`src/hw/rtl/bfl_pkg.sv`:
```
`default_nettype none

package bfl_pkg;

    typedef logic [2:0] t_phase;

    // parser phases
    localparam t_phase PH_HDR  = 3'd0;
    localparam t_phase PH_TYPE = 3'd1;
    localparam t_phase PH_KEY  = 3'd2;
    localparam t_phase PH_SLEN = 3'd3;
    localparam t_phase PH_VAL  = 3'd4;
    localparam t_phase PH_DONE = 3'd5;

    typedef logic [1:0] t_status;

    localparam t_status ST_FOUND    = 2'd0;
    localparam t_status ST_END      = 2'd1;
    localparam t_status ST_BAD_TYPE = 2'd2;
    localparam t_status ST_OVERSIZE = 2'd3;

    // BSON element types with a known value size, plus the highest accepted type byte
    localparam logic [7:0] BT_DOUBLE = 8'h01;
    localparam logic [7:0] BT_STRING = 8'h02;
    localparam logic [7:0] BT_BOOL   = 8'h08;
    localparam logic [7:0] BT_INT32  = 8'h10;
    localparam logic [7:0] BT_INT64  = 8'h12;
    localparam logic [7:0] BT_MAX    = 8'h7E;

endpackage

`default_nettype wire

```
`src/hw/rtl/bfl_ram.sv`:
```
`default_nettype none

module bfl_ram #(
    parameter int WIDTH = 8,
    parameter int DEPTH = 16
) (
    input  wire logic                                   i_clk,
    input  wire logic                                   i_wr_en,
    input  wire logic [((DEPTH > 1) ? $clog2(DEPTH) : 1)-1:0] i_wr_addr,
    input  wire logic [WIDTH-1:0]                       i_wr_data,
    input  wire logic [((DEPTH > 1) ? $clog2(DEPTH) : 1)-1:0] i_rd_addr,
    output logic      [WIDTH-1:0]                       o_rd_data
);

    logic [WIDTH-1:0] r_mem [DEPTH];
    logic [WIDTH-1:0] r_rd_data;

    // read-first: a same-cycle write shows up on the next read
    always_ff @(posedge i_clk) begin
        if (i_wr_en) begin
            r_mem[i_wr_addr] <= i_wr_data;
        end
        r_rd_data <= r_mem[i_rd_addr];
    end

    assign o_rd_data = r_rd_data;

endmodule

`default_nettype wire

```
`src/hw/rtl/bson_field_locator.sv`:
```
`default_nettype none

// BSON field locator. Load a query key one word at a time with i_kind = 0
// (a zero byte ends the key, i_last closes it; the next key word starts a
// fresh key), then stream a BSON document one byte per word with i_kind = 1
// and i_last on its final byte. The block walks the elements (type byte,
// zero-ended key, value skipped by type: string, int32, int64, boolean,
// double) and returns exactly one result word per document: status (found,
// end without match, invalid type, oversize document), plus the matched
// element's type byte, the offset of its type byte and its total length.
// Keys longer than KEY_MAX bytes never match; a declared document length
// above DOC_MAX reports oversize after the fourth byte. One word is taken
// every clock cycle, query or document alike, with no gaps: each word
// updates the parser registers as it is taken, and the result appears
// on the output register in the cycle after the word that decides it. The
// input stalls only while a result word is held and i_ready is low
// (o_ready = !o_valid | i_ready); a result taken in the same cycle as a new
// word frees the register for that word's result.
// Key bytes sit in a small RAM; its read port is aimed one word ahead at
// the next key position, with a bypass for a key byte written the cycle
// before. No clearing pass after reset.
module bson_field_locator #(
    parameter int DOC_MAX = 256,
    parameter int KEY_MAX = 16
) (
    input  wire logic       i_clk,
    input  wire logic       i_rst_n,
    input  wire logic       i_valid,
    output logic            o_ready,
    input  wire logic       i_kind,
    input  wire logic [7:0] i_data_byte,
    input  wire logic       i_last,
    output logic            o_valid,
    input  wire logic       i_ready,
    output logic [1:0]      o_status,
    output logic [7:0]      o_element_type,
    output logic [7:0]      o_element_offset,
    output logic [8:0]      o_element_length
);

    import bfl_pkg::*;

    localparam int PW  = $clog2(DOC_MAX + 1);              // byte position
    localparam int KW  = $clog2(KEY_MAX + 1);              // query length
    localparam int KPW = $clog2(KEY_MAX + 2);              // key position
    localparam int AW  = (KEY_MAX > 1) ? $clog2(KEY_MAX) : 1;

    // query side
    logic [KW-1:0]  r_qlen, n_qlen;
    logic           r_qovf, n_qovf;
    logic           r_qzero, n_qzero;
    logic           r_qclosed, n_qclosed;
    logic           wr_en;
    logic [AW-1:0]  wr_addr;
    logic           r_byp_valid;
    logic [AW-1:0]  r_byp_addr;
    logic [7:0]     r_byp_data;
    logic [7:0]     ram_q;
    logic [AW-1:0]  rd_addr;
    logic [AW-1:0]  kp_idx;
    logic [7:0]     qbyte;

    // document side
    t_phase         r_phase, n_phase;
    logic [PW-1:0]  r_pos, n_pos;
    logic [PW-1:0]  r_doc_len, n_doc_len;
    logic [31:0]    r_gather, n_gather;
    logic [1:0]     r_lcnt, n_lcnt;
    logic [31:0]    r_vrem, n_vrem;
    logic [KPW-1:0] r_kp, n_kp;
    logic           r_kmatch, n_kmatch;
    logic [7:0]     r_ctype, n_ctype;
    logic [PW-1:0]  r_estart, n_estart;
    logic           r_result_sent, n_result_sent;
    logic           r_eoo, n_eoo;
    logic           r_hit, n_hit;
    logic           r_pend, n_pend;
    logic [7:0]     r_pend_type, n_pend_type;
    logic [PW-1:0]  r_pend_start, n_pend_start;
    logic [PW-1:0]  r_pend_len, n_pend_len;

    // result register
    logic           r_out_valid;
    t_status        r_out_status;
    logic [7:0]     r_out_type;
    logic [7:0]     r_out_offset;
    logic [8:0]     r_out_length;

    logic           in_fire;
    logic           emit;
    t_status        e_st;
    logic [7:0]     e_ty;
    logic [PW-1:0]  e_off;
    logic [PW-1:0]  e_len;

    assign o_ready = !r_out_valid || i_ready;
    assign in_fire = i_valid && o_ready;

    bfl_ram #(
        .WIDTH (8),
        .DEPTH (KEY_MAX)
    ) u_qram (
        .i_clk     (i_clk),
        .i_wr_en   (wr_en),
        .i_wr_addr (wr_addr),
        .i_wr_data (i_data_byte),
        .i_rd_addr (rd_addr),
        .o_rd_data (ram_q)
    );

    // read ahead at the key position of the next cycle
    assign rd_addr = (n_kp < KPW'(KEY_MAX)) ? n_kp[AW-1:0] : '0;
    assign kp_idx  = (r_kp < KPW'(KEY_MAX)) ? r_kp[AW-1:0] : '0;
    assign qbyte   = (r_byp_valid && r_byp_addr == kp_idx) ? r_byp_data : ram_q;

    always_comb begin
        logic [KW-1:0] eff_len;
        logic          eff_zero;
        logic          eff_ovf;
        logic [31:0]   gather_new;
        logic          stop;
        t_status       stop_st;
        logic          khit;
        logic          kmatch_byte;
        logic [PW-1:0] elen;

        n_qlen        = r_qlen;
        n_qovf        = r_qovf;
        n_qzero       = r_qzero;
        n_qclosed     = r_qclosed;
        wr_en         = 1'b0;
        wr_addr       = '0;

        n_phase       = r_phase;
        n_pos         = r_pos;
        n_doc_len     = r_doc_len;
        n_gather      = r_gather;
        n_lcnt        = r_lcnt;
        n_vrem        = r_vrem;
        n_kp          = r_kp;
        n_kmatch      = r_kmatch;
        n_ctype       = r_ctype;
        n_estart      = r_estart;
        n_result_sent = r_result_sent;
        n_eoo         = r_eoo;
        n_hit         = r_hit;
        n_pend        = r_pend;
        n_pend_type   = r_pend_type;
        n_pend_start  = r_pend_start;
        n_pend_len    = r_pend_len;

        emit    = 1'b0;
        e_st    = ST_FOUND;
        e_ty    = '0;
        e_off   = '0;
        e_len   = '0;
        stop    = 1'b0;
        stop_st = ST_END;

        eff_len  = r_qclosed ? '0 : r_qlen;
        eff_zero = r_qclosed ? 1'b0 : r_qzero;
        eff_ovf  = r_qclosed ? 1'b0 : r_qovf;

        gather_new  = '0;
        elen        = r_pos - r_estart + PW'(1);
        khit        = r_kmatch && !r_qovf && (r_kp == KPW'(r_qlen));
        kmatch_byte = (r_kp < KPW'(r_qlen)) && (r_kp < KPW'(KEY_MAX)) &&
                      (qbyte == i_data_byte);

        if (in_fire && !i_kind) begin
            // query key word; a closed key restarts on its next word
            n_qlen  = eff_len;
            n_qzero = eff_zero;
            n_qovf  = eff_ovf;
            if (!eff_zero) begin
                if (i_data_byte == 8'd0) begin
                    n_qzero = 1'b1;
                end else if (eff_len < KW'(KEY_MAX)) begin
                    wr_en   = 1'b1;
                    wr_addr = eff_len[AW-1:0];
                    n_qlen  = eff_len + KW'(1);
                end else begin
                    n_qovf = 1'b1;
                end
            end
            n_qclosed = i_last;
        end

        if (in_fire && i_kind) begin
            if (r_phase != PH_DONE) begin
                if (r_pos >= PW'(DOC_MAX)) begin
                    stop = 1'b1;
                end else begin
                    unique case (r_phase)
                        PH_HDR: begin
                            gather_new = r_gather |
                                ({24'd0, i_data_byte} << {r_pos[1:0], 3'b000});
                            n_gather = gather_new;
                            if (r_pos >= PW'(3)) begin
                                if (gather_new > 32'(DOC_MAX)) begin
                                    emit = 1'b1;
                                    e_st = ST_OVERSIZE;
                                end else begin
                                    n_doc_len = PW'(gather_new);
                                    n_phase   = PH_TYPE;
                                    n_eoo     = 1'b0;
                                end
                            end
                        end
                        PH_TYPE: begin
                            priority if (r_eoo && i_data_byte == 8'd0) begin
                                stop = 1'b1;
                            end else if (r_pos + PW'(1) >= r_doc_len) begin
                                stop = 1'b1;
                            end else if (i_data_byte > BT_MAX) begin
                                stop    = 1'b1;
                                stop_st = ST_BAD_TYPE;
                            end else begin
                                n_ctype  = i_data_byte;
                                n_estart = r_pos;
                                n_kp     = '0;
                                n_kmatch = 1'b1;
                                n_phase  = PH_KEY;
                            end
                        end
                        PH_KEY: begin
                            if (i_data_byte == 8'd0) begin
                                n_hit = khit;
                                unique case (r_ctype)
                                    BT_STRING: begin
                                        n_pend   = 1'b0;
                                        n_gather = '0;
                                        n_lcnt   = '0;
                                        n_phase  = PH_SLEN;
                                    end
                                    BT_INT32: begin
                                        n_pend  = 1'b0;
                                        n_vrem  = 32'd4;
                                        n_phase = PH_VAL;
                                    end
                                    BT_INT64, BT_DOUBLE: begin
                                        n_pend  = 1'b0;
                                        n_vrem  = 32'd8;
                                        n_phase = PH_VAL;
                                    end
                                    BT_BOOL: begin
                                        n_pend  = 1'b0;
                                        n_vrem  = 32'd1;
                                        n_phase = PH_VAL;
                                    end
                                    default: begin
                                        // value size unknown: hold the match
                                        n_pend = khit;
                                        if (khit) begin
                                            n_pend_type  = r_ctype;
                                            n_pend_start = r_estart;
                                            n_pend_len   = elen;
                                        end
                                        n_phase = PH_TYPE;
                                        n_eoo   = 1'b1;
                                    end
                                endcase
                            end else begin
                                if (!kmatch_byte) begin
                                    n_kmatch = 1'b0;
                                end
                                if (r_kp <= KPW'(KEY_MAX)) begin
                                    n_kp = r_kp + KPW'(1);
                                end
                            end
                        end
                        PH_SLEN: begin
                            gather_new = r_gather |
                                ({24'd0, i_data_byte} << {r_lcnt, 3'b000});
                            n_gather = gather_new;
                            n_lcnt   = r_lcnt + 2'd1;
                            if (r_lcnt == 2'd3) begin
                                n_vrem = gather_new;
                                if (gather_new == 32'd0) begin
                                    if (r_hit) begin
                                        emit  = 1'b1;
                                        e_ty  = r_ctype;
                                        e_off = r_estart;
                                        e_len = elen;
                                    end else begin
                                        n_phase = PH_TYPE;
                                        n_eoo   = 1'b1;
                                    end
                                end else begin
                                    n_phase = PH_VAL;
                                end
                            end
                        end
                        PH_VAL: begin
                            n_vrem = r_vrem - 32'd1;
                            if (r_vrem == 32'd1) begin
                                if (r_hit) begin
                                    emit  = 1'b1;
                                    e_ty  = r_ctype;
                                    e_off = r_estart;
                                    e_len = elen;
                                end else begin
                                    n_phase = PH_TYPE;
                                    n_eoo   = 1'b1;
                                end
                            end
                        end
                        default: begin
                        end
                    endcase
                end
            end

            // a stop reports the held match if there is one
            if (stop) begin
                emit = 1'b1;
                if (r_pend) begin
                    e_st  = ST_FOUND;
                    e_ty  = r_pend_type;
                    e_off = r_pend_start;
                    e_len = r_pend_len;
                end else begin
                    e_st = stop_st;
                end
            end

            if (emit) begin
                n_result_sent = 1'b1;
                n_phase       = PH_DONE;
            end

            if (r_pos < PW'(DOC_MAX)) begin
                n_pos = r_pos + PW'(1);
            end

            if (i_last) begin
                if (!n_result_sent) begin
                    emit = 1'b1;
                    if (n_pend) begin
                        e_st  = ST_FOUND;
                        e_ty  = n_pend_type;
                        e_off = n_pend_start;
                        e_len = n_pend_len;
                    end else begin
                        e_st = ST_END;
                    end
                end
                // back to the header for the next document
                n_phase       = PH_HDR;
                n_pos         = '0;
                n_doc_len     = '0;
                n_gather      = '0;
                n_lcnt        = '0;
                n_vrem        = '0;
                n_kp          = '0;
                n_kmatch      = 1'b1;
                n_ctype       = '0;
                n_estart      = '0;
                n_result_sent = 1'b0;
                n_eoo         = 1'b0;
                n_hit         = 1'b0;
                n_pend        = 1'b0;
                n_pend_type   = '0;
                n_pend_start  = '0;
                n_pend_len    = '0;
            end
        end
    end

    always_ff @(posedge i_clk) begin
        if (!i_rst_n) begin
            r_qlen        <= '0;
            r_qovf        <= 1'b0;
            r_qzero       <= 1'b0;
            r_qclosed     <= 1'b0;
            r_byp_valid   <= 1'b0;
            r_phase       <= PH_HDR;
            r_pos         <= '0;
            r_doc_len     <= '0;
            r_gather      <= '0;
            r_lcnt        <= '0;
            r_vrem        <= '0;
            r_kp          <= '0;
            r_kmatch      <= 1'b1;
            r_ctype       <= '0;
            r_estart      <= '0;
            r_result_sent <= 1'b0;
            r_eoo         <= 1'b0;
            r_hit         <= 1'b0;
            r_pend        <= 1'b0;
            r_pend_type   <= '0;
            r_pend_start  <= '0;
            r_pend_len    <= '0;
            r_out_valid   <= 1'b0;
        end else begin
            r_qlen        <= n_qlen;
            r_qovf        <= n_qovf;
            r_qzero       <= n_qzero;
            r_qclosed     <= n_qclosed;
            r_byp_valid   <= wr_en;
            r_phase       <= n_phase;
            r_pos         <= n_pos;
            r_doc_len     <= n_doc_len;
            r_gather      <= n_gather;
            r_lcnt        <= n_lcnt;
            r_vrem        <= n_vrem;
            r_kp          <= n_kp;
            r_kmatch      <= n_kmatch;
            r_ctype       <= n_ctype;
            r_estart      <= n_estart;
            r_result_sent <= n_result_sent;
            r_eoo         <= n_eoo;
            r_hit         <= n_hit;
            r_pend        <= n_pend;
            r_pend_type   <= n_pend_type;
            r_pend_start  <= n_pend_start;
            r_pend_len    <= n_pend_len;
            if (emit) begin
                r_out_valid <= 1'b1;
            end else if (i_ready) begin
                r_out_valid <= 1'b0;
            end
        end
    end

    // payload registers
    always_ff @(posedge i_clk) begin
        r_byp_addr <= wr_addr;
        r_byp_data <= i_data_byte;
        if (emit) begin
            r_out_status <= e_st;
            r_out_type   <= e_ty;
            r_out_offset <= 8'(e_off);
            r_out_length <= 9'(e_len);
        end
    end

    assign o_valid          = r_out_valid;
    assign o_status         = r_out_status;
    assign o_element_type   = r_out_type;
    assign o_element_offset = r_out_offset;
    assign o_element_length = r_out_length;

    a_done_means_sent: assert property (@(posedge i_clk) disable iff (!i_rst_n)
        (r_phase == PH_DONE) |-> r_result_sent)
        else $error("parser done without a result word");

    a_miss_is_empty: assert property (@(posedge i_clk) disable iff (!i_rst_n)
        (o_valid && o_status != ST_FOUND) |->
        (o_element_type == 8'd0 && o_element_offset == 8'd0 &&
         o_element_length == 9'd0))
        else $error("non-found result carries element fields");

    a_last_rewinds: assert property (@(posedge i_clk) disable iff (!i_rst_n)
        (in_fire && i_kind && i_last) |=>
        (r_phase == PH_HDR && r_pos == '0 && !r_result_sent))
        else $error("document end did not rewind the parser");

    a_qlen_bound: assert property (@(posedge i_clk) disable iff (!i_rst_n)
        r_qlen <= KW'(KEY_MAX))
        else $error("query length beyond key store");

    a_pos_bound: assert property (@(posedge i_clk) disable iff (!i_rst_n)
        r_pos <= PW'(DOC_MAX))
        else $error("byte position beyond document limit");

endmodule

`default_nettype wire
```
`config.mk`:
```
export PLATFORM = sky130hd
export DESIGN_NAME = bson_field_locator
export DESIGN_NICKNAME = d
export VERILOG_FILES = /design/src/hw/rtl/bfl_pkg.sv /design/src/hw/rtl/bfl_ram.sv /design/src/hw/rtl/bson_field_locator.sv
export SDC_FILE = /design/constraint.sdc
export NUM_CORES = 1
export LEC_CHECK = 0
export ABC_AREA = 1
export ABC_CLOCK_PERIOD_IN_PS = 8400
export BUFFER_PORTS_ARGS = -buffer_cell sky130_fd_sc_hd__buf_4
export CORE_UTILIZATION = 40
export DETAILED_ROUTE_END_ITERATION = 7
export SKIP_CTS_REPAIR_TIMING = 1
export SLEW_MARGIN = 40
export SYNTH_ARGS = -nofsm -noshare
export SYNTH_HDL_FRONTEND = slang
export SYNTH_HIERARCHICAL = 1
export SYNTH_SLANG_ARGS = --single-unit
```
`constraint.sdc`:
```
create_clock -name i_clk -period 8.4 [get_ports i_clk]
set_input_delay 0.42 -clock i_clk [delete_from_list [all_inputs] [get_ports i_clk]]
set_output_delay 0.42 -clock i_clk [all_outputs]
set_load 0.02 [all_outputs]
```
==> impl_metrics.py <==
metrics = {
    "power": {
        "p_sw_mw": 1.08,
        "netSwitchingFraction": 0.280,
        "seqPwrFrac": 0.448,
        "p_total_mw": 3.84,
        "intPower_mw": 2.77,
        "p_per_area_nw_per_um2": 188,
        "p_leak_nw": 9.10,
        "p_comb_frac": 0.123,
        "clockPowerShare": 0.429,
        "ir_worst_vdd_v": 0.000163,
    },
    "sta": {
        "skew_ns": 0.0259,
        "max_slew_margin": 0.436,
        "max_freq_ghz": 0.185,
        "fin_setup_tns_ns": 0,
        "period_needed_ns": 5.39,
        "final-hold-violation-count": 0,
        "fin_crit_sh": 0.642,
        "rsz0062_at_grt": "false",
        "worst_pin_slew_ns": 0.843,
        "setup_viol": 0,
        "drv_slew": 0,
    },
    "clock_network": {
        "numCtsBuffers": 39,
        "cts_num_sinks": 324,
        "clock_path_buffers": 3,
        "cts_tree": "built",
        "htree_levels": 2,
        "clkTransAtPathRegs_ns": 0.06,
        "clockRootBuffer": "clkbuf_16",
        "clock_latency_ns": 0.58,
    },
    "critical_path": {
        "cp.depth": 25,
        "rrSetupSlack_ns": 3.01,
        "worstRegToRegCells": 25,
        "cp_slowest_cell": "dfxtp_2",
        "crit_path_end_kind": "flop",
        "critical-path-top-delay-family": "simple AND/OR/NAND/NOR gates",
        "critical_path.endpoint": "u_qram/o_rd_data[5]$_DFF_P_",
        "worstPathArrival_ns": 5.87,
        "r2r_start": "r_pos[0]$_SDFFE_PN0P_",
        "cp_slowest_stage_delay_ns": 0.64,
        "start_kind": "flop",
        "critPathKind": "flop to flop",
        "cp_max_fo": 64,
        "cp_common_cell": "nand2_1",
        "cp_data_required_time_ns": 8.88,
        "r2r-end": "u_qram/o_rd_data[5]$_DFF_P_",
        "cp-startpoint": "r_pos[0]$_SDFFE_PN0P_",
        "cp_num_buf_inv": 3,
    },
    "floorplanning": {
        "fp.dieW_um": 218,
        "die_area_um2": 47400,
        "die_height_um": 218,
        "fp.coreArea_um2": 45700,
        "ios": 43,
        "initial_core_util": 0.408,
        "rows": 78,
    },
    "place": {
        "gp_congestion": 0.939,
        "place_inst": 3165,
        "dpl.hpwl_mm": 36.8,
        "portBuffers": 42,
    },
    "layout": {
        "fin_util": 0.448,
        "n_antenna_cell": 0,
        "drive_above_1_share": 0.0664,
        "fin_nets": 2659,
        "multiInputGateArea_um2": 8690,
        "fin_cells": 3237,
        "layout.area.seq_um2": 8040,
        "fillCellCount": 4598,
        "area_growth_pct": 9.74,
    },
    "synth": {
        "synth_area_um2": 18600,
        "netlist.top_cell.by_area": "edfxtp_1",
        "syn-num-nets": 2692,
        "synth_seq_cells": 324,
        "synthMuxAreaShare": 0,
        "synth_top_family_by_area": "simple AND/OR/NAND/NOR gates",
        "synthXorXnorAreaFrac": 0.0132,
        "synth_compound_area_frac": 0.107,
        "synth_simple_gate_area_frac": 0.317,
        "netlist.area_leader.share": 0.250,
        "yosysSeqAreaShare": 0.431,
        "synthArstFlopShare": 0,
        "synth_area_per_cell_um2": 7.06,
        "synthAdderAreaFrac": 0.0266,
        "synth_area_leaders": "edfxtp_1 25%, dfxtp_1 18%, nand2_1 16%",
        "syn_inst": 2639,
        "ys.flop_type": "dfxtp_1",
        "synth_edf_count": 155,
        "synth_cell_types": 44,
        "ys.warnings.count": 6,
    },
    "detailed_routing": {
        "vias_per_cell": 5.32,
        "drtIter0Drc": 1831,
        "drc": 0,
        "drt_wl_total_mm": 54.7,
        "dr.pass1.iters": 6,
        "wire_per_inst_um": 16.9,
        "num_vias": 17200,
        "ant_nets": 0,
    },
    "global_route": {
        "grt_start_max_net_pins": 75,
        "antenna_found_initial": 1,
        "grt_pass1_wl_mm": 88.0,
        "grt.overflow.total": 0,
        "grt_use_total": 0.233,
        "grt_pass1_vias": 16300,
    },
    "run": {
        "maxCapViolCount": 0,
    },
    "run_status": {
        "status": "completed",
    },
    "worst_hold_path": {
        "worstHoldPathType": "input pin to flop",
    },
}
-- layer usage --
metal  track usage  part of all wire
met2         0.373              0.45
met3        0.0356             0.064
met1         0.322              0.46
met5             0           0.00024
met4        0.0669             0.022
-- cell families after synthesis --
kind of cell | after synthesis
buffers and inverters | 469
DFF | 324
AOI/OAI and AO/OA | 371
and+or+nand+nor | 1408
xor gates and xnor gates | 28
adders and majority gates | 39
-- cells in the final DEF (no fill, tap or decap), types with 11 or more instances in the layout --
cell type	count
inv_1	322
nor3_1	22
nor2_1	245
a211oi_1	12
ha_1	38
xor2_1	16
nand2_1	809
clkbuf_16	39
nand3_1	227
nand4_1	49
o21ai_0	122
a21oi_1	178
inv_2	13
xnor2_1	12
dfxtp_1	166
nand3b_1	11
buf_4	56
edfxtp_1	155
-- synthesized netlist by cell type, types with 3 or more instances --
cell / number
nand2_1: 810
inv_1: 325
nor2_1: 249
nand3_1: 229
a21oi_1: 178
dfxtp_1: 169
edfxtp_1: 155
o21ai_0: 122
clkbuf_1: 63
nand4_1: 49
buf_2: 38
ha_1: 38
nor3_1: 22
xor2_1: 16
a211oi_1: 12
buf_4: 12
buf_6: 12
inv_2: 12
xnor2_1: 12
nand3b_1: 11
o211ai_1: 9
o22ai_1: 9
or2_2: 9
a22oi_1: 8
a31oi_1: 8
nor2_2: 8
o21ai_1: 8
o21bai_1: 8
buf_1: 7
nor4_1: 7
nor2_4: 4
o21a_1: 3
-- through the flow --
stage / setup WS [ns] / hold slack [ns] / instance area, um2
floorplan: 4.87 / 0.419 / 18600
global placement: 2.87 / 0.454 / 19200
detailed placement: 2.79 / 0.457 / 19200
CTS: 2.78 / 0.142 / 20400
global route: 2.52 / 0.154 / 20400
finish: 3.01 / 0.172 / 20400
-- layout make-up --
| type | instances | area share |
|---|---|---|
| flip-flops and latches | 324 | 0.393 |
| repair buffers | 58 | 0.0219 |
| well taps | 600 | 0.0367 |
| clock buffers | 51 | 0.0519 |
| clock inverters | 21 | 0.00881 |
| multi-input cells | 1846 | 0.425 |
| inverters | 337 | 0.0621 |
-- worst register-to-register path, delay by kind of cell, from the launching register on --
kind | cells | cell delay [ns]
DFF | 1 | 0.64
xor gates and xnor gates | 1 | 0.22
AOI/OAI and AO/OA | 2 | 0.44
and+or+nand+nor | 18 | 2.67
adders and majority gates | 1 | 0.28
buffers and inverters | 3 | 1.04
-- state kept, by name, summed over array words and instances, names as in the netlist, 3 cells and up --
name and count:
r_ctype 8, r_qlen 5, r_byp_addr 4, o_element_type 8, r_phase 3, r_doc_len 9
o_element_offset 8, r_kp 5, r_pos 9, r_pend_type 8, o_element_length 9, u_qram/o_rd_data 8
r_pend_len 9, r_gather 32, r_byp_data 8, r_estart 9, u_qram/r_mem 128, r_vrem 32
r_pend_start 8
-- power by group through the flow --
stage,registers [mW],clock network [mW],logic (mW)
global route,1.72,1.74,0.528
detailed placement,1.75,0,0.463
finish,1.72,1.65,0.472
CTS,1.72,1.68,0.465
floorplan,1.75,0,0.337
global placement,1.75,0,0.458
-- worst min-delay path by stage --
stage / cells after the start / endpoint / startpoint
after floorplan: 2 / r_kmatch$_SDFFE_PN1P_ / r_kmatch$_SDFFE_PN1P_
after global placement: 2 / r_qzero$_SDFFE_PN0P_ / r_qzero$_SDFFE_PN0P_
after detailed placement: 2 / r_qovf$_SDFFE_PN0P_ / r_qovf$_SDFFE_PN0P_
after CTS: 1 / r_byp_data[1]$_DFF_P_ / i_data_byte[1]
after global routing: 1 / r_byp_data[1]$_DFF_P_ / i_data_byte[1]
final: 1 / r_byp_data[6]$_DFF_P_ / i_data_byte[6]
No activity file was read; power rests on OpenSTA's default activity.
